--- config.mk ---
export PLATFORM = sky130hd
export DESIGN_NAME = i2c_byte_master_flat
export DESIGN_NICKNAME = d
export VERILOG_FILES = /design/src/rtl/i2cbm_pkg.sv /design/src/rtl/i2cbm_req_if.sv /design/src/rtl/i2cbm_rsp_if.sv /design/src/rtl/i2c_byte_master.sv /design/src/flat_wrapper.sv
export SDC_FILE = /design/constraint.sdc
export NUM_CORES = 1
export LEC_CHECK = 0
export ABC_CLOCK_PERIOD_IN_PS = 3700
export BUFFER_PORTS_ARGS = -buffer_cell sky130_fd_sc_hd__buf_4
export CELL_PAD_IN_SITES_DETAIL_PLACEMENT = 0
export CELL_PAD_IN_SITES_GLOBAL_PLACEMENT = 1
export CORE_UTILIZATION = 40
export CTS_CLUSTER_DIAMETER = 80
export CTS_CLUSTER_SIZE = 20
export DETAILED_ROUTE_END_ITERATION = 7
export PLACE_DENSITY = 0.72
export SLEW_MARGIN = 20
export SYNTH_ARGS = -nofsm -noshare
export SYNTH_HDL_FRONTEND = slang
export SYNTH_SLANG_ARGS = --single-unit
--- constraint.sdc ---
create_clock -name clock -period 3.7 [get_ports clock]
set_input_delay 0.555 -clock clock [delete_from_list [all_inputs] [get_ports clock]]
set_output_delay 0.555 -clock clock [all_outputs]
set_load 0.05 [all_outputs]
--- src/rtl/i2cbm_pkg.sv ---
// shared types and constants for the byte-level i2c master
package i2cbm_pkg;

   // command codes carried by a request
   typedef enum logic [1:0] {
      CMD_START = 2'd0,
      CMD_STOP  = 2'd1,
      CMD_WRITE = 2'd2,
      CMD_READ  = 2'd3
   } cmd_kind_type;

   // csr register indexes
   typedef enum logic [1:0] {
      CSR_SETUP_TICKS = 2'd0,
      CSR_HIGH_TICKS  = 2'd1,
      CSR_LOW_TICKS   = 2'd2,
      CSR_COND_TICKS  = 2'd3
   } csr_index_type;

   localparam int CSR_DATA_W = 16;
   localparam int BYTE_W     = 8;
   localparam int BITCNT_W   = 4;

   typedef logic [CSR_DATA_W-1:0] csr_data_type;
   typedef logic [BYTE_W-1:0]     byte_type;

   localparam csr_data_type SETUP_TICKS_RST = 16'd20;
   localparam csr_data_type HIGH_TICKS_RST  = 16'd100;
   localparam csr_data_type LOW_TICKS_RST   = 16'd200;
   localparam csr_data_type COND_TICKS_RST  = 16'd200;

   // ack phase follows this many data bits
   localparam logic [BITCNT_W-1:0] BITS_PER_BYTE = 4'd8;

endpackage

--- src/rtl/i2cbm_req_if.sv ---
// request channel: one bus tick with sampled sda and an optional command
interface i2cbm_req_if;
   import i2cbm_pkg::*;

   logic         valid;
   logic         ready;
   logic         cmd_valid;
   cmd_kind_type kind;
   byte_type     tx_byte;
   logic         send_nack;
   logic         sda_in;

   modport source (output valid, output cmd_valid, output kind, output tx_byte,
                   output send_nack, output sda_in, input ready);
   modport sink   (input valid, input cmd_valid, input kind, input tx_byte,
                   input send_nack, input sda_in, output ready);
endinterface

--- src/rtl/i2cbm_rsp_if.sv ---
// response channel: line levels and status after one bus tick
interface i2cbm_rsp_if;
   import i2cbm_pkg::*;

   logic     valid;
   logic     ready;
   logic     scl_out;
   logic     sda_out;
   logic     busy_res;
   logic     done_res;
   logic     nack_seen;
   byte_type rx_byte;

   modport source (output valid, output scl_out, output sda_out, output busy_res,
                   output done_res, output nack_seen, output rx_byte, input ready);
   modport sink   (input valid, input scl_out, input sda_out, input busy_res,
                   input done_res, input nack_seen, input rx_byte, output ready);
endinterface

--- src/rtl/i2c_byte_master.sv ---
// byte-level i2c master: start, stop, write byte and read byte sequencer
//
// usage
//   every request on req_bus is one tick of bus timing: it carries the sampled
//   sda level and, while the master is idle, an optional command (cmd_valid,
//   kind, tx_byte, send_nack). commands offered while busy are dropped.
//   every request yields exactly one response on rsp_bus with the scl/sda
//   levels to drive (1 = released), busy, a one-tick done pulse, nack_seen
//   on the done of a write that got no acknowledge, and the last read byte.
//   phase lengths come from four 16-bit tick registers written via csr_*
//   (setup, high, low, cond); zero counts as one tick, lengths above the
//   tick counter range saturate. write them only while idle.
// timing
//   the response to a request is registered at the accepting edge.
//   throughput is one request per cycle while no response is stalled, set by the
//   single state update between the state registers and the response register.
// reset and stall
//   synchronous reset returns to idle with both lines released and the tick
//   registers at 20/100/200/200. a stalled response is held; req_bus.ready
//   falls only while a response waits and rsp_bus.ready is low.
module i2c_byte_master #(
   parameter int TICK_WIDTH = 16
) (
   input  logic                       clock,
   input  logic                       reset,
   i2cbm_req_if.sink                  req_bus,
   i2cbm_rsp_if.source                rsp_bus,
   input  logic                       csr_wr_en,
   input  i2cbm_pkg::csr_index_type   csr_index,
   input  i2cbm_pkg::csr_data_type    csr_wr_data
);
   import i2cbm_pkg::*;

   typedef enum logic [3:0] {
      PH_IDLE      = 4'd0,
      PH_START_A   = 4'd1,
      PH_START_B   = 4'd2,
      PH_STOP_A    = 4'd3,
      PH_STOP_B    = 4'd4,
      PH_BIT_SETUP = 4'd5,
      PH_BIT_HIGH  = 4'd6,
      PH_BIT_LOW   = 4'd7,
      PH_ACK_SETUP = 4'd8,
      PH_ACK_HIGH  = 4'd9,
      PH_ACK_LOW   = 4'd10
   } phase_type;

   // compare width covers both the 16-bit registers and the tick counter
   localparam int CW = (TICK_WIDTH > CSR_DATA_W) ? TICK_WIDTH + 1 : CSR_DATA_W + 1;
   localparam logic [CW-1:0] TICK_CAP = CW'((64'd1 << TICK_WIDTH) - 64'd1);

   // tick registers
   csr_data_type setup_ticks_ff, high_ticks_ff, low_ticks_ff, cond_ticks_ff;

   // sequencer state
   phase_type           phase_ff, phase_in;
   logic [BITCNT_W-1:0] bit_count_ff, bit_count_in;
   logic [TICK_WIDTH-1:0] tick_ff, tick_in;
   byte_type            shift_ff, shift_in;
   cmd_kind_type        active_cmd_ff, active_cmd_in;
   logic                nack_latch_ff, nack_latch_in;
   logic                ack_choice_ff, ack_choice_in;
   logic                scl_line_ff, scl_line_in;
   logic                sda_line_ff, sda_line_in;
   byte_type            rx_last_ff, rx_last_in;

   // response register
   logic                rsp_valid_ff, rsp_valid_in;
   logic                rsp_scl_ff, rsp_sda_ff, rsp_busy_ff, rsp_done_ff, rsp_nack_ff;
   byte_type            rsp_rx_ff;

   logic                accept;
   logic                done_tick, nack_tick;
   csr_data_type        len_sel;
   logic [CW-1:0]       len_raw, len_eff, cnt_inc;
   logic                expire;
   byte_type            shift_left;
   logic [BITCNT_W-1:0] bit_count_inc;

   // handshake: a waiting response only blocks when the receiver stalls
   assign req_bus.ready = !rsp_valid_ff || rsp_bus.ready;
   assign accept        = req_bus.valid && req_bus.ready;
   assign rsp_valid_in  = accept || (rsp_valid_ff && !rsp_bus.ready);

   assign rsp_bus.valid     = rsp_valid_ff;
   assign rsp_bus.scl_out   = rsp_scl_ff;
   assign rsp_bus.sda_out   = rsp_sda_ff;
   assign rsp_bus.busy_res  = rsp_busy_ff;
   assign rsp_bus.done_res  = rsp_done_ff;
   assign rsp_bus.nack_seen = rsp_nack_ff;
   assign rsp_bus.rx_byte   = rsp_rx_ff;

   // length of the current phase
   always_comb begin
      unique case (phase_ff)
         PH_START_A, PH_START_B, PH_STOP_A, PH_STOP_B: len_sel = cond_ticks_ff;
         PH_BIT_SETUP, PH_ACK_SETUP:                   len_sel = setup_ticks_ff;
         PH_BIT_HIGH, PH_ACK_HIGH:                     len_sel = high_ticks_ff;
         default:                                      len_sel = low_ticks_ff;
      endcase
   end

   always_comb begin
      len_raw = CW'(len_sel);
      len_eff = (len_raw == '0) ? CW'(1) : len_raw;
      if (len_eff > TICK_CAP) begin
         len_eff = TICK_CAP;
      end
   end

   assign cnt_inc       = CW'(tick_ff) + CW'(1);
   assign expire        = (cnt_inc >= len_eff);
   assign shift_left    = {shift_ff[BYTE_W-2:0], 1'b0};
   assign bit_count_inc = bit_count_ff + BITCNT_W'(1);

   // next state for one tick
   always_comb begin
      phase_in      = phase_ff;
      bit_count_in  = bit_count_ff;
      tick_in       = tick_ff;
      shift_in      = shift_ff;
      active_cmd_in = active_cmd_ff;
      nack_latch_in = nack_latch_ff;
      ack_choice_in = ack_choice_ff;
      scl_line_in   = scl_line_ff;
      sda_line_in   = sda_line_ff;
      rx_last_in    = rx_last_ff;
      done_tick     = 1'b0;
      nack_tick     = 1'b0;

      unique case (phase_ff)
         PH_IDLE: begin
            if (req_bus.cmd_valid) begin
               active_cmd_in = req_bus.kind;
               nack_latch_in = 1'b0;
               bit_count_in  = '0;
               tick_in       = '0;
               unique case (req_bus.kind)
                  CMD_START: begin
                     phase_in    = PH_START_A;
                     scl_line_in = 1'b1;
                     sda_line_in = 1'b1;
                  end
                  CMD_STOP: begin
                     phase_in    = PH_STOP_A;
                     scl_line_in = 1'b0;
                     sda_line_in = 1'b0;
                  end
                  CMD_WRITE: begin
                     shift_in    = req_bus.tx_byte;
                     phase_in    = PH_BIT_SETUP;
                     scl_line_in = 1'b0;
                     sda_line_in = req_bus.tx_byte[BYTE_W-1];
                  end
                  default: begin
                     shift_in      = '0;
                     ack_choice_in = req_bus.send_nack;
                     phase_in      = PH_BIT_SETUP;
                     scl_line_in   = 1'b0;
                     sda_line_in   = 1'b1;
                  end
               endcase
            end
         end
         PH_START_A, PH_START_B, PH_STOP_A, PH_STOP_B, PH_BIT_SETUP, PH_BIT_HIGH,
         PH_BIT_LOW, PH_ACK_SETUP, PH_ACK_HIGH, PH_ACK_LOW: begin
            tick_in = cnt_inc[TICK_WIDTH-1:0];
            if (expire) begin
               tick_in = '0;
               unique case (phase_ff)
                  PH_START_A: begin
                     phase_in    = PH_START_B;
                     scl_line_in = 1'b1;
                     sda_line_in = 1'b0;
                  end
                  PH_START_B: begin
                     phase_in    = PH_IDLE;
                     scl_line_in = 1'b0;
                     sda_line_in = 1'b0;
                     done_tick   = 1'b1;
                  end
                  PH_STOP_A: begin
                     phase_in    = PH_STOP_B;
                     scl_line_in = 1'b1;
                     sda_line_in = 1'b0;
                  end
                  PH_STOP_B: begin
                     phase_in    = PH_IDLE;
                     scl_line_in = 1'b1;
                     sda_line_in = 1'b1;
                     done_tick   = 1'b1;
                     nack_tick   = nack_latch_ff;
                  end
                  PH_BIT_SETUP, PH_ACK_SETUP: begin
                     phase_in    = (phase_ff == PH_BIT_SETUP) ? PH_BIT_HIGH : PH_ACK_HIGH;
                     scl_line_in = 1'b1;
                  end
                  PH_BIT_HIGH: begin
                     // read data sampled at the end of scl high
                     if (active_cmd_ff == CMD_READ) begin
                        shift_in = {shift_ff[BYTE_W-2:0], req_bus.sda_in};
                     end
                     phase_in    = PH_BIT_LOW;
                     scl_line_in = 1'b0;
                  end
                  PH_BIT_LOW: begin
                     if (active_cmd_ff == CMD_WRITE) begin
                        shift_in = shift_left;
                     end
                     bit_count_in = bit_count_inc;
                     scl_line_in  = 1'b0;
                     if (bit_count_inc >= BITS_PER_BYTE) begin
                        phase_in    = PH_ACK_SETUP;
                        sda_line_in = (active_cmd_ff == CMD_READ) ? ack_choice_ff : 1'b1;
                     end else begin
                        phase_in    = PH_BIT_SETUP;
                        sda_line_in = (active_cmd_ff == CMD_WRITE) ?
                                      shift_left[BYTE_W-1] : 1'b1;
                     end
                  end
                  PH_ACK_HIGH: begin
                     if (active_cmd_ff == CMD_WRITE) begin
                        nack_latch_in = req_bus.sda_in;
                     end
                     phase_in    = PH_ACK_LOW;
                     scl_line_in = 1'b0;
                  end
                  default: begin
                     // end of ack: a refused write closes with a stop
                     if (active_cmd_ff == CMD_WRITE && nack_latch_ff) begin
                        phase_in    = PH_STOP_A;
                        scl_line_in = 1'b0;
                        sda_line_in = 1'b0;
                     end else begin
                        phase_in    = PH_IDLE;
                        scl_line_in = 1'b0;
                        sda_line_in = 1'b1;
                        done_tick   = 1'b1;
                        if (active_cmd_ff == CMD_READ) begin
                           rx_last_in = shift_ff;
                        end
                     end
                  end
               endcase
            end
         end
         default: begin
            // unused phase code: back to idle without done
            phase_in = PH_IDLE;
            tick_in  = '0;
         end
      endcase
   end

   always_ff @(posedge clock) begin
      if (reset) begin
         setup_ticks_ff <= SETUP_TICKS_RST;
         high_ticks_ff  <= HIGH_TICKS_RST;
         low_ticks_ff   <= LOW_TICKS_RST;
         cond_ticks_ff  <= COND_TICKS_RST;
         phase_ff       <= PH_IDLE;
         bit_count_ff   <= '0;
         tick_ff        <= '0;
         shift_ff       <= '0;
         active_cmd_ff  <= CMD_START;
         nack_latch_ff  <= 1'b0;
         ack_choice_ff  <= 1'b0;
         scl_line_ff    <= 1'b1;
         sda_line_ff    <= 1'b1;
         rx_last_ff     <= '0;
         rsp_valid_ff   <= 1'b0;
      end else begin
         if (csr_wr_en) begin
            unique case (csr_index)
               CSR_SETUP_TICKS: setup_ticks_ff <= csr_wr_data;
               CSR_HIGH_TICKS:  high_ticks_ff  <= csr_wr_data;
               CSR_LOW_TICKS:   low_ticks_ff   <= csr_wr_data;
               default:         cond_ticks_ff  <= csr_wr_data;
            endcase
         end
         rsp_valid_ff <= rsp_valid_in;
         if (accept) begin
            phase_ff      <= phase_in;
            bit_count_ff  <= bit_count_in;
            tick_ff       <= tick_in;
            shift_ff      <= shift_in;
            active_cmd_ff <= active_cmd_in;
            nack_latch_ff <= nack_latch_in;
            ack_choice_ff <= ack_choice_in;
            scl_line_ff   <= scl_line_in;
            sda_line_ff   <= sda_line_in;
            rx_last_ff    <= rx_last_in;
         end
      end
   end

   // response payload, loaded with each accepted request
   always_ff @(posedge clock) begin
      if (accept) begin
         rsp_scl_ff  <= scl_line_in;
         rsp_sda_ff  <= sda_line_in;
         rsp_busy_ff <= (phase_in != PH_IDLE);
         rsp_done_ff <= done_tick;
         rsp_nack_ff <= done_tick && nack_tick && (active_cmd_in == CMD_WRITE);
         rsp_rx_ff   <= rx_last_in;
      end
   end

endmodule
--- src/flat_wrapper.sv ---
// flat-port wrapper written by rule: the top's interface ports become plain ports
module i2c_byte_master_flat import i2cbm_pkg::*;
#(
   parameter int TICK_WIDTH = 16
)
  (clock, reset, csr_wr_en, csr_index, csr_wr_data, req_bus_valid, req_bus_cmd_valid, req_bus_kind, req_bus_tx_byte, req_bus_send_nack, req_bus_sda_in, req_bus_ready, rsp_bus_valid, rsp_bus_scl_out, rsp_bus_sda_out, rsp_bus_busy_res, rsp_bus_done_res, rsp_bus_nack_seen, rsp_bus_rx_byte, rsp_bus_ready);
  i2cbm_req_if req_bus_i ();
  i2cbm_rsp_if rsp_bus_i ();
  input  logic clock;
  input  logic reset;
  input  logic csr_wr_en;
  input  i2cbm_pkg::csr_index_type csr_index;
  input  i2cbm_pkg::csr_data_type csr_wr_data;
  input wire logic [$bits(req_bus_i.valid)-1:0] req_bus_valid;
  input wire logic [$bits(req_bus_i.cmd_valid)-1:0] req_bus_cmd_valid;
  input wire logic [$bits(req_bus_i.kind)-1:0] req_bus_kind;
  input wire logic [$bits(req_bus_i.tx_byte)-1:0] req_bus_tx_byte;
  input wire logic [$bits(req_bus_i.send_nack)-1:0] req_bus_send_nack;
  input wire logic [$bits(req_bus_i.sda_in)-1:0] req_bus_sda_in;
  output wire logic [$bits(req_bus_i.ready)-1:0] req_bus_ready;
  output wire logic [$bits(rsp_bus_i.valid)-1:0] rsp_bus_valid;
  output wire logic [$bits(rsp_bus_i.scl_out)-1:0] rsp_bus_scl_out;
  output wire logic [$bits(rsp_bus_i.sda_out)-1:0] rsp_bus_sda_out;
  output wire logic [$bits(rsp_bus_i.busy_res)-1:0] rsp_bus_busy_res;
  output wire logic [$bits(rsp_bus_i.done_res)-1:0] rsp_bus_done_res;
  output wire logic [$bits(rsp_bus_i.nack_seen)-1:0] rsp_bus_nack_seen;
  output wire logic [$bits(rsp_bus_i.rx_byte)-1:0] rsp_bus_rx_byte;
  input wire logic [$bits(rsp_bus_i.ready)-1:0] rsp_bus_ready;
  assign req_bus_i.valid = req_bus_valid;
  assign req_bus_i.cmd_valid = req_bus_cmd_valid;
  assign req_bus_i.kind = req_bus_kind;
  assign req_bus_i.tx_byte = req_bus_tx_byte;
  assign req_bus_i.send_nack = req_bus_send_nack;
  assign req_bus_i.sda_in = req_bus_sda_in;
  assign req_bus_ready = req_bus_i.ready;
  assign rsp_bus_valid = rsp_bus_i.valid;
  assign rsp_bus_scl_out = rsp_bus_i.scl_out;
  assign rsp_bus_sda_out = rsp_bus_i.sda_out;
  assign rsp_bus_busy_res = rsp_bus_i.busy_res;
  assign rsp_bus_done_res = rsp_bus_i.done_res;
  assign rsp_bus_nack_seen = rsp_bus_i.nack_seen;
  assign rsp_bus_rx_byte = rsp_bus_i.rx_byte;
  assign rsp_bus_i.ready = rsp_bus_ready;
  i2c_byte_master #(.TICK_WIDTH(TICK_WIDTH)) u_core (.clock(clock), .reset(reset), .req_bus(req_bus_i), .rsp_bus(rsp_bus_i), .csr_wr_en(csr_wr_en), .csr_index(csr_index), .csr_wr_data(csr_wr_data));
endmodule
# After elaboration in Yosys (flattened, before gate mapping)
# Cells that the tools add are included.
dict set report op_classes {
  add_sub_neg 2
  n_mul 0
  n_div 0
  order_cmp 3
  eq_ne 26
  shift 0
  n_mux 57
  n_bitwise 2
  n_reduce_logical 37
}
# op count
set op_table {}
lappend op_table {{$mux W8} 9}
lappend op_table {{$mux W16} 3}
lappend op_table {{$pmux W16 S3} 1}
lappend op_table {{$pmux W8 S2} 3}
lappend op_table {{$pmux W16 S2} 1}
lappend op_table {{$mux W4} 7}
lappend op_table {{$pmux W4 S7} 1}
lappend op_table {{$mux W1} 19}
lappend op_table {{$add A16 B1 Y17 const B} 1}
lappend op_table {{$ge A17 B17 Y1} 1}
lappend op_table {{$gt A17 B16 Y1 const B} 1}
lappend op_table {{$mux W17} 1}
lappend op_table {{$eq A4 B3 Y1 const B} 4}
lappend op_table {{$logic_not A16 Y1} 1}
lappend op_table {{$pmux W4 S2} 2}
lappend op_table {{$eq A4 B4 Y1 const B} 3}
lappend op_table {{$eq A2 B2 Y1 const B} 5}
lappend op_table {{$pmux W1 S2} 5}
lappend op_table {{$reduce_and A2 Y1} 5}
lappend op_table {{$reduce_or A10 Y1} 1}
lappend op_table {{$reduce_or A3 Y1} 3}
lappend op_table {{$reduce_or A9 Y1} 1}
lappend op_table {{$eq A4 B2 Y1 const B} 2}
lappend op_table {{$ne A2 B1 Y1 const B} 4}
lappend op_table {{26 further kinds} 43}
dict set report totals {
  ff_bits 124
  latchBits 0
  ramBits 0
  romBits 0
  out_inout_bits 15
  elab_cells 148
  n_memories 0
}

# Longest topological paths before layout
# Gate-level depths: netlist of the first run.
dict set report depth {
  depth_word 12
  depth_mapped 21
  mapped_depth_nobuf 17
}

# Worst setup path before layout of the first run
# No wires, ideal clock.
dict set report synth_path {
  path_type {reg-to-reg}
  start {register u_core.phase_ff[3]}
  end {register u_core.rsp_busy_ff, in the netlist u_core.rsp_bus.busy_res (data pin)}
  setup_ns 0.271
  t_arrival_ns 3.381
  required_ns 3.429
  slack_ns 0.048
  stages_incl_launch_ff 20
  n_path_buf 2
  period_less_slack_ns 3.652
  path_cell_list {dfxtp_1 > buf_2 > nor2b_1 > mux2i_1 > nor2_1 > buf_2 > a22o_1 > nor2_1 > nand4_1 > or4_1 > nand3_1 > ha_1 > inv_1 > a21oi_1 > o31ai_1 > and2_1 > and2_1 > a2111oi_0 > a211oi_1 > nand4_1}
}
dict set report synth_via {
  elab_chain_len 11
}
# element line_no
set synth_lines {}
lappend synth_lines {{start, declared} i2c_byte_master.sv:56} ;# phase_type phase_ff, phase_in;
lappend synth_lines {{start signal, assigned} i2c_byte_master.sv:283} ;# phase_ff <= phase_in;
lappend synth_lines {{$eq A4 B1 Y1, or another cell as far along} {i2c_byte_master.sv:95, i2c_byte_master.sv:131, i2c_byte_master.sv:170}}
lappend synth_lines {{$reduce_or A4 Y1, or another cell as far along} i2c_byte_master.sv:95} ;# unique case (phase_ff)
lappend synth_lines {{$pmux W16 S3} i2c_byte_master.sv:95}
lappend synth_lines {{$logic_not A16 Y1} i2c_byte_master.sv:105} ;# len_eff = (len_raw == '0) ? CW'(1) : len_raw;
lappend synth_lines {{$mux W16} i2c_byte_master.sv:105}
lappend synth_lines {{$gt A17 B16 Y1} i2c_byte_master.sv:106} ;# if (len_eff > TICK_CAP) begin
lappend synth_lines {{$mux W17} i2c_byte_master.sv:106}
lappend synth_lines {{$ge A17 B17 Y1} i2c_byte_master.sv:112} ;# assign expire = (cnt_inc >= len_eff);
lappend synth_lines {{$mux W4} i2c_byte_master.sv:168} ;# if (expire) begin
lappend synth_lines {{$pmux W4 S2 (*)} i2c_byte_master.sv:131} ;# unique case (phase_ff)
lappend synth_lines {{$reduce_bool A4 Y1 (*)} i2c_byte_master.sv:302} ;# rsp_busy_ff <= (phase_in != PH_IDLE);
lappend synth_lines {{end signal, assigned} i2c_byte_master.sv:302}
lappend synth_lines {{end, declared} i2c_byte_master.sv:69} ;# logic rsp_scl_ff, rsp_sda_ff, rsp_busy_ff, rsp_done_ff, rsp_nack_ff;
# Every way passes the cells marked *; elsewhere a longest branch is shown, timed or not.
# A chain may end at the register's enable or synchronous reset.

# Worst setup path after layout of the first run
dict set report layout_path {
  start {register u_core.phase_ff[2]}
  end {register u_core.rsp_rx_ff[3], in the netlist u_core.rsp_bus.rx_byte[3] (data pin)}
}
dict set report layout_via {
  elab_chain_len 10
}
# element line_no
set layout_lines {}
lappend layout_lines {{$eq A4 B1 Y1, or another cell as far along} {i2c_byte_master.sv:95, i2c_byte_master.sv:131, i2c_byte_master.sv:170}}
lappend layout_lines {{$reduce_or A4 Y1, or another cell as far along} i2c_byte_master.sv:95}
lappend layout_lines {{$pmux W16 S3} i2c_byte_master.sv:95}
lappend layout_lines {{$logic_not A16 Y1} i2c_byte_master.sv:105}
lappend layout_lines {{$mux W16} i2c_byte_master.sv:105}
lappend layout_lines {{$gt A17 B16 Y1} i2c_byte_master.sv:106}
lappend layout_lines {{$mux W17} i2c_byte_master.sv:106}
lappend layout_lines {{$ge A17 B17 Y1} i2c_byte_master.sv:112}
lappend layout_lines {{$mux W8} i2c_byte_master.sv:168}
lappend layout_lines {{$mux W8 (*)} i2c_byte_master.sv:131}
lappend layout_lines {{named net u_core.rx_last_in[3]} i2c_byte_master.sv:65} ;# byte_type rx_last_ff, rx_last_in;
lappend layout_lines {{end signal, assigned} i2c_byte_master.sv:305} ;# rsp_rx_ff <= rx_last_in;
lappend layout_lines {{end, declared} i2c_byte_master.sv:70} ;# byte_type rsp_rx_ff;
# The timed path passes the listed nets; every way through them passes the cells marked *.

==> results of run 1 <==
==> critical path: stages, from the launching register on <==
cell and delay [ps]:
dfxtp_4 360, buf_6 140, a21oi_4 160, o211ai_4 120, buf_6 150, a22o_1 210
nor2_2 160, nand4_1 100, or4_1 520, nand3_2 100, ha_4 200, inv_2 50
a21oi_2 50, o31ai_2 210, and2_4 220, a21o_1 170, buf_6 180, mux2_4 310
==> state kept, by name (all words and copies together) (netlist names), 8 cells and up <==
name                    cells
u_core.cond_ticks_ff       16
u_core.high_ticks_ff       16
u_core.low_ticks_ff        16
u_core.rsp_bus.rx_byte      8
u_core.rx_last_ff           8
u_core.setup_ticks_ff      16
u_core.shift_ff             8
u_core.tick_ff             16
==> cells by family after synthesis <==
kind of cell	after synthesis	synth area share [%]
AND/OR/NAND/NOR	350	24.9
AO/OA/AOI/OAI	189	19.7
flip-flops	124	41.5
buffers and inverters	59	4.04
multiplexers	22	3.68
XOR/XNOR	18	2.51
adder cells (fa/ha/maj)	18	3.58
==> layer usage <==
layer  vias up  global-route usage, %
li1       2971                      -
met1      2868                   31.5
met2       147                   38.5
met3        25                   4.31
met4         0                   8.68
met5         -                      0
==> cells in the mapped netlist (all sizes together), types with 4 or more instances <==
cell / number / share of area, %
a211oi: 4 / 0.68
a21o: 8 / 0.95
a21oi: 90 / 7.2
a22o: 30 / 4.2
a311oi: 8 / 1.3
a31oi: 9 / 1.1
and2: 6 / 0.60
and3: 6 / 0.60
buf: 12 / 1.2
clkbuf: 37 / 2.2
dfxtp: 111 / 35
edfxtp: 13 / 6.2
ha: 18 / 3.6
inv: 10 / 0.60
mux2: 9 / 1.6
mux2i: 13 / 2.1
nand2: 183 / 11
nand3: 49 / 3.9
nand4: 11 / 1.2
nor2: 62 / 3.9
nor2b: 5 / 0.50
nor3: 6 / 0.48
nor4: 4 / 0.64
o21ai: 21 / 1.7
or2: 4 / 0.40
or3: 4 / 0.40
xnor2: 10 / 1.4
xor2: 8 / 1.1
==> worst max-delay path by stage <==
stage,from,end,slack [ps],cells after the start
2_1_floorplan,u_core.phase_ff[3],u_core.rsp_bus.busy_res,50,19
3_3_place_gp,u_core.phase_ff[2],u_core.rsp_bus.rx_byte[0],-190,17
3_5_place_dp,u_core.phase_ff[2],u_core.rsp_bus.busy_res,-310,18
4_1_cts,u_core.phase_ff[0],u_core.rsp_bus.rx_byte[2],-90,17
5_1_grt,u_core.phase_ff[2],u_core.rx_last_ff[2],-140,19
6_report,u_core.phase_ff[2],u_core.rsp_bus.rx_byte[3],40,17
==> power groups by stage <==
stage,combinational (mW),clock (mW),sequential [mW]
after global placement,0.595,0,1.47
final,0.713,1.76,1.45
after global routing,0.772,1.85,1.45
after floorplan,0.332,0,1.50
after detailed placement,0.605,0,1.47
after CTS,0.662,1.79,1.44
==> final cells by class <==
type / instances / area, µm²
Sequential cell: 124 / 2630
Multi-Input combinational cell: 597 / 3670
Inverter: 10 / 37.5
Timing Repair Buffer: 144 / 1120
Tap cell: 211 / 264
Clock buffer: 24 / 536
Clock inverter: 7 / 98.8
Fill cell: 1403 / 6900
==> repair_timing <==
item,CTS,global route
cloned,1,1
setup endpoints to repair,56,56
hold endpoints to repair,0,0
hold buffers,0,0
setup buffers,12,10
gates resized for setup,48,30
pin swaps,27,31
==> key figures, run 1 <==
Status
  • Outcome: completed

Route
  • DR pass1 iterations: 4
  • DRC: 0
  • Drt total wl: 18,700 µm
  • Via density: 5.38
  • Via count: 6,011
  • Metal3 WL: 760 µm
  • Top sig layer: met4
  • Met1 Wirelength: 8750 µm
  • Average wire per standard cell: 16.7 µm
  • Met2 wire len: 8880 µm
  • Antenna-violating nets left: 0
  • DR iter-0 viols: 473

Placement
  • GPL Wtd Cong: 0.861
  • Cell total after placement: 1,062
  • Placed Area: 7260 µm²
  • Dpl hpwl: 12,900 µm
  • Port bufs: 50
  • Pre-CTS setup slack: -309 ps

Finish
  • Most frequent cells in the layout: nand2_1 (178), buf_4 (133), dfxtp_1 (107), a21oi_1 (88), nand3_1 (48)
  • Syn-to-layout area delta: 32.8%
  • Most common cell after layout, fill and taps aside: nand2_1
  • Post-layout nets: 948
  • Non-filler cells in the finished layout: 1,117
  • Final core utilization: 54.8%
  • Diode count: 0
  • Post-route cell area: 8350 µm²
  • Share of post-route cells with drive strength above 1: 27.5%

Worst setup path
  • Startpoint type of the worst setup path: register
  • Cell count of the worst reg-to-reg path: 17
  • Worst reg2reg startpoint: u_core.phase_ff[2]
  • Crit Path Class: reg2reg
  • FF-to-FF setup slack: 40 ps
  • Worst path arrival time: 3830 ps
  • Critical Path Fanout Max: 8
  • R2R Path End: u_core.rsp_bus.rx_byte[3]
  • WP data required: 3870 ps
  • Nature of the critical path endpoint: register

Worst hold path
  • WHS Path Cells: 3
  • WHS Endpoint: u_core.setup_ticks_ff[4]
  • Hold Crit Class: in2reg
  • HP Start: csr_wr_data[4]

Floorplanning
  • Full die area: 16,200 µm²
  • Die Wd: 127 µm
  • Row cnt: 45
  • Die H: 127 µm
  • Placeable core area: 15,300 µm²
  • Initial core utilization: 41.2%
  • I/O pin cnt: 51

STA
  • Tcrit/Tclk final: 99.0%
  • Unrepaired setup endpoints after global routing: true
  • Skew final: 10.3 ps
  • Final worst-path setup slack: 38.6 ps
  • Max-slew headroom: 47.8%
  • Final hold slack: 366 ps
  • Slew @ Worst Pin: 781 ps
  • Post-layout minimum cycle time: 3660 ps
  • Fmax: 0.273 GHz
  • Final Setup Violations: 0
  • Final Hold Fails: 0
  • Slew Limit Fails: 0
  • Total negative slack: 0 ps

Clocking
  • Clk slew on worst S/H paths: 60 ps
  • CTS Sinks: 124
  • CTS tree: yes
  • Root Buffer: clkbuf_16
  • H-tree depth: 4
  • Num CTS Buffers: 17
  • CTS max path bufs: 2
  • Worst-skew pair later-pin latency: 430 ps

Power
  • Peak VDD IR: 0.343 mV
  • Clock power share: 45.0%
  • Switch share: 27.1%
  • Gate power share: 18.2%
  • Pwr Total: 3.92 mW
  • NetSw: 1.06 mW
  • Pwr dens: 470 nW/µm²
  • Pint: 2.86 mW
  • Reg power frac: 36.9%
  • Static Leak: 3.41 nW

Global route
  • Largest net degree at the start of global routing: 63
  • First-pass GRT wire length: 29,800 µm
  • Global Route Usage Sum: 23.7%
  • Grt total ovfl: 0
  • Antenna violations before repair: 0
  • Vias in the first global route: 5,744

Yosys
  • Syn_nets: 834
  • Synth Instances: 780
  • Cell variety after synth: 60
  • Mean Syn Cell Area: 8.07 µm²
  • Mapped Area: 6290 µm²
  • Sequential fraction of the synthesis area: 41.5%
  • Asr flop ratio synth: 0%
  • Yosys warns: 0
  • Synth Flop Type: dfxtp_1
  • Seq cells post-synth: 124
  • Post-synth EDFFs: 13

Flow run
  • Max_cap viols: 0
No activity file was read; power rests on OpenSTA's default activity.
==> run 2: changes to the inputs <==
Settings changed: CTS_CLUSTER_SIZE 20 to 10, REMOVE_ABC_BUFFERS set to 1.
==> key figures, run 2 (same netlist as run 1, synthesis figures left out) <==
Route
  • Via density: 5.39 (+0.23%)
  • Antenna-violating nets left: 0 (unchanged)
  • DR pass1 iterations: 5 (+1)
  • Average wire per standard cell: 16.7 µm (-0.33%)
  • DR iter-0 viols: 366 (-23%)
  • Drt total wl: 18,500 µm (-1.1%)
  • DRC: 0 (unchanged)
  • Via count: 5,976 (-0.58%)

STA
  • Max-slew headroom: 30.8% (-17 points)
  • Skew final: 14.7 ps (+4.48 ps)
  • Slew Limit Fails: 0 (unchanged)
  • Post-layout minimum cycle time: 3720 ps (+63.5 ps)
  • Final Hold Fails: 0 (unchanged)
  • Slew @ Worst Pin: 1040 ps (+256 ps)
  • Unrepaired setup endpoints after global routing: true
  • Tcrit/Tclk final: 101% (+1.7 points)
  • Fmax: 0.268 GHz (-1.7%)
  • Final worst-path setup slack: -24.9 ps (-63.5 ps)
  • Final Setup Violations: 3 (+3)

Power
  • Gate power share: 18.9% (+0.7 points)
  • Switch share: 27.5% (+0.40 points)
  • Reg power frac: 37.0% (about the same)
  • Static Leak: 3.38 nW (-0.83%)
  • Peak VDD IR: 0.368 mV (+7.3%)
  • Pwr dens: 468 nW/µm² (-0.38%)
  • Clock power share: 44.1% (-0.9 points)
  • Pint: 2.83 mW (-0.85%)
  • NetSw: 1.08 mW (+1.2%)

Floorplanning
  • Die H: 127 µm (unchanged)
  • I/O pin cnt: 51 (unchanged)
  • Die Wd: 127 µm (unchanged)
  • Placeable core area: 15,300 µm² (unchanged)
  • Row cnt: 45 (unchanged)
  • Initial core utilization: 41.2% (unchanged)
  • Full die area: 16,200 µm² (unchanged)

Worst setup path
  • Crit Path Class: reg2reg
  • CP max stage delay: 540 ps (+20 ps)
  • CP max stage cell: or4_4
  • Top cell by count, worst path: nand4_1
  • CP cell instances: buf_6 > a21oi_4 > o211ai_4 > buf_12 > a22o_1 > nor2_2 > nand4_1 > or4_4 > nand3_4 > ha_4 > inv_2 > a21oi_2 > o31ai_2 > and2_4 > buf_4 > nand2_4 > a31oi_4 > a21boi_2 > nand4_1
  • Worst path arrival time: 3870 ps (+40 ps)
  • Worst Path Buf+Inv: 4 (unchanged)
  • WP data required: 3850 ps (-20 ps)
  • Critical Path Fanout Max: 8 (unchanged)
  • Nature of the critical path endpoint: register
  • Cell count of the worst reg-to-reg path: 19 (+2)
  • CP Depth: 19 (+2)
  • Crit-path leading delay family: simple AND/OR/NAND/NOR gates
  • Startpoint type of the worst setup path: register

Placement
  • GPL Wtd Cong: 0.828 (-3.8%)
  • Pre-CTS setup slack: -271 ps (+37.9 ps)
  • Port bufs: 50 (unchanged)
  • Dpl hpwl: 12,400 µm (-3.6%)

Finish
  • Most frequent cells in the layout: nand2_1 (179), buf_4 (122), dfxtp_1 (107), a21oi_1 (88), nand3_1 (48)
  • Post-layout nets: 939 (-0.95%)
  • Share of post-route cells with drive strength above 1: 26.1% (-1.4 points)
  • Most common cell after layout, fill and taps aside: nand2_1
  • Diode count: 0 (unchanged)
  • Final core utilization: 54.8% (about the same)
  • Syn-to-layout area delta: 32.9% (about the same)

Clocking
  • Root Buffer: clkbuf_16
  • Num CTS Buffers: 17 (unchanged)
  • CTS max path bufs: 2 (unchanged)
  • CTS Sinks: 124 (unchanged)
  • CTS tree: yes
  • H-tree depth: 4 (unchanged)
  • Worst-skew pair later-pin latency: 430 ps (about the same)
  • Clk slew on worst S/H paths: 60 ps (about the same)

Global route
  • Antenna violations before repair: 0 (unchanged)
  • Vias in the first global route: 5,859 (+2.0%)
  • Global Route Usage Sum: 24.1% (+0.35 points)
  • First-pass GRT wire length: 30,400 µm (+1.9%)
  • Grt total ovfl: 0 (unchanged)
  • Largest net degree at the start of global routing: 96 (+52%)

Worst hold path
  • Hold Crit Class: in2reg
  • WHS Path Cells: 3 (unchanged)

Status
  • Failing checks: negative setup slack
  • Outcome: finished with violations

Flow run
  • Max_cap viols: 0 (unchanged)
==> run 2: metrics by stage <==
step           hold WS [ps]  TNS [ps]  total power, mW  instance area, µm²  cells
5_1_grt                 374     -5000             4.06                8360   1108
6_report                374     -37.0             3.91                8360   1108
3_3_place_gp            442     -2980             2.11                7340   1062
4_1_cts                 363     -1350             3.90                8220   1104
2_1_floorplan           430     -9490             1.79                6070    731
3_5_place_dp            447     -6310             2.11                7340   1062
==> run 2: worst register-to-register path, delay by kind of cell, from the launching register on <==
| kind | cells | cell delay (ps) |
|---|---|---|
| flops | 1 | 360 |
| simple gates | 7 | 1270 |
| compound gates | 7 | 1140 |
| fa+ha+maj | 1 | 190 |
| buf+inv | 4 | 470 |
==> run 2: power by group through the flow <==
stage | clock, mW | sequential (mW) | combinational, mW
after floorplan | 0 | 1.51 | 0.284
after global placement | 0 | 1.47 | 0.633
after detailed placement | 0 | 1.47 | 0.640
after CTS | 1.75 | 1.45 | 0.702
after global routing | 1.81 | 1.45 | 0.803
final | 1.73 | 1.45 | 0.738
==> run 2: final timing paths <==
check,startpoint,end,slack (ps)
worst max-delay path,u_core.phase_ff[2],u_core.rsp_bus.busy_res,-20
worst min register to register,u_core.high_ticks_ff[13],u_core.high_ticks_ff[13],460
worst min-delay path,req_bus_send_nack,u_core.ack_choice_ff,370
worst max register to register,u_core.phase_ff[2],u_core.rsp_bus.busy_res,-20
==> run 2: cell type report <==
type,instances,area (µm²)
fill,1396,6900
sequential,124,2620
timing repair buffer,135,1150
clock buffer,23,510
clock inverter,8,104
tap,211,264
inverter,10,37.5
multi-input combinational,597,3680
==> run 2: metal layers <==
layer  routed length [µm]  part of all wire (%)  track usage (%)  up-vias
li1                     -                     -                -     2952
met1                 8340                    45             30.4     2850
met2                 9100                    49             41.6      160
met3                  863                   4.7             5.23       14
met4                  156                  0.84             6.09        0
met5                    0                     0                0        -
==> run 2: repair_timing <==
item                                   CTS  global route
cloned                                   1             0
endpoints found under the hold margin    0             0
pin swaps                               26            21
resized for setup                       47            25
setup endpoints to repair               42            56
setup buffers                           10             4
hold buffers                             0             0
==> run 3: changes to the inputs <==
Settings changed: CELL_PAD_IN_SITES_DETAIL_PLACEMENT 0 to unset, CELL_PAD_IN_SITES_GLOBAL_PLACEMENT 1 to unset, PLACE_DENSITY 0.72 to 0.56.
==> key figures, run 3 (same netlist as run 1, synthesis figures left out) <==
Status
  • Outcome: finished with violations
  • Failing checks: negative setup slack

Worst setup path
  • CP max stage cell: or4_4
  • Worst Path Buf+Inv: 4 (unchanged)
  • Crit Path Class: reg2reg
  • CP max stage delay: 550 ps (about the same)
  • Critical Path Fanout Max: 8 (unchanged)
  • Startpoint type of the worst setup path: register
  • Crit-path leading delay family: compound AO/OA/AOI/OAI gates
  • Worst path arrival time: 4150 ps (+280 ps)
  • CP cell instances: inv_2 > mux2i_4 > nor2_4 > clkbuf_16 > a22o_4 > nor2_4 > nand3_2 > or4_4 > nand3_4 > ha_4 > inv_2 > a21oi_2 > o31ai_2 > and2_4 > buf_4 > a31oi_2 > o41ai_2 > nor2_1 > o21ai_1
  • Nature of the critical path endpoint: register
  • WP data required: 4050 ps (+200 ps)

Power
  • Peak VDD IR: 0.346 mV (-6.1%)
  • Pwr dens: 460 nW/µm² (-1.6%)
  • Static Leak: 3.47 nW (+2.6%)

STA
  • Final worst-path setup slack: -106 ps (-80.7 ps)
  • Post-layout minimum cycle time: 3810 ps (+80.7 ps)
  • Final hold slack: 366 ps (-8.31 ps)
  • Unrepaired setup endpoints after global routing: true
  • Max-slew headroom: 42.5% (+12 points)
  • Final Hold Fails: 0 (unchanged)
  • Fmax: 0.263 GHz (-2.1%)
  • Final Setup Violations: 30 (+27)
  • Tcrit/Tclk final: 103% (+2.2 points)
  • Slew @ Worst Pin: 862 ps (-176 ps)
  • Skew final: 10.9 ps (-3.80 ps)
  • Slew Limit Fails: 0 (unchanged)

Finish
  • Most common cell after layout, fill and taps aside: nand2_1
  • Register area: 2630 µm² (+0.19%)
  • Area of the multi-input gates: 3800 µm² (+3.3%)
  • Most frequent cells in the layout: nand2_1 (178), buf_4 (122), dfxtp_1 (107), a21oi_1 (86), nand3_1 (46)
  • Syn-to-layout area delta: 36.0%
  • Post-route cell area: 8550 µm² (+2.3%)
  • Post-layout nets: 944 (+0.53%)
  • Fillers: 1,392 (-0.29%)
  • Final core utilization: 56.1% (+1.3 points)
  • Share of post-route cells with drive strength above 1: 28.9% (+2.8 points)
  • Diode count: 0 (unchanged)

Floorplanning
  • Initial core utilization: 41.2% (unchanged)
  • I/O pin cnt: 51 (unchanged)
  • Row cnt: 45 (unchanged)
  • Die Wd: 127 µm (unchanged)
  • Die H: 127 µm (unchanged)
  • Placeable core area: 15,300 µm² (unchanged)
  • Full die area: 16,200 µm² (unchanged)

Placement
  • GPL Wtd Cong: 0.887 (+7.1%)
  • Port bufs: 50 (unchanged)
  • Placed Area: 7390 µm² (+0.60%)
  • Dpl hpwl: 12,700 µm (+2.3%)
  • Pre-CTS setup slack: -292 ps (-20.8 ps)

Route
  • Average wire per standard cell: 17.2 µm (+2.9%)
  • Via count: 6,056 (+1.3%)
  • Antenna-violating nets left: 0 (unchanged)
  • DRC: 0 (unchanged)
  • DR pass1 iterations: 5 (unchanged)
  • DR iter-0 viols: 344 (-6.0%)
  • Drt total wl: 19,100 µm (+3.5%)
  • Via density: 5.44 (+0.79%)

Clocking
  • Hold Buf Count CTS: 0 (unchanged)
  • CTS tree: yes
  • Clk slew on worst S/H paths: 60 ps (about the same)
  • Worst-skew pair later-pin latency: 430 ps (about the same)
  • Root Buffer: clkbuf_16
  • H-tree depth: 4 (unchanged)
  • CTS Sinks: 124 (unchanged)
  • Num CTS Buffers: 17 (unchanged)
  • CTS max path bufs: 2 (unchanged)

Global route
  • First-pass GRT wire length: 30,100 µm (-0.91%)
  • Grt total ovfl: 0 (unchanged)
  • Antenna violations before repair: 0 (unchanged)
  • Vias in the first global route: 5,916 (+0.97%)
  • Global Route Usage Sum: 23.9% (-0.21 points)
  • Largest net degree at the start of global routing: 50 (-48%)

Worst hold path
  • Hold Crit Class: in2reg

Flow run
  • Max_cap viols: 0 (unchanged)
[run 3: what timing repair did]
action                                 CTS  global route
gates resized for setup                 26            74
gates cloned                             0             3
pin swaps                                5            44
endpoints found under the hold margin    0             0
setup endpoints to repair               44            56
buffers inserted                         0            12
[run 3: final timing paths]
check / start / to / slack, ps / cells after the start
setup reg to reg: u_core.phase_ff[0] / u_core.scl_line_ff / -110 / 19
hold / removal: req_bus_send_nack / u_core.ack_choice_ff / 370 / 3
setup / recovery: u_core.phase_ff[0] / u_core.scl_line_ff / -110 / 19
hold reg to reg: u_core.low_ticks_ff[9] / u_core.low_ticks_ff[9] / 460 / 2
[run 3: per-stage QoR]
| stage | instances | power (mW) | setup TNS (ps) |
|---|---|---|---|
| after floorplan | 731 | 1.79 | -9490 |
| after global placement | 1067 | 2.11 | -4770 |
| after detailed placement | 1067 | 2.12 | -7430 |
| after CTS | 1099 | 3.85 | -576 |
| after global routing | 1114 | 4.08 | -5940 |
| final | 1114 | 3.94 | -1810 |
[run 3: power by group]
part	internal [mW]	leakage (nW)	switching (mW)
clock network	1.01	0.296	0.698
logic	0.342	2.14	0.437
registers	1.41	1.03	0.0387
total	2.76	3.47	1.17
[run 3: tightest hold or removal path, cell delays in order]
cell     delay [ps]
buf_4            80
mux2i_1          50
nor2_1           70
[run 3: cell type report]
class | instances | area share, %
Clock buffer | 17 | 4.97
Multi-Input combinational cell | 597 | 44.4
Inverter | 10 | 0.439
Tap cell | 211 | 3.09
Sequential cell | 124 | 30.7
Timing Repair Buffer | 140 | 14.4
Clock inverter | 15 | 2.03
[run 3: per-layer routing]
metal / part of all wire [%] / GRT usage, % / up-vias
li1: - / - / 2967
met1: 44 / 30.3 / 2862
met2: 49 / 39.4 / 194
met3: 4.8 / 4.98 / 33
met4: 2.2 / 9.94 / 0
met5: 0 / 0 / -
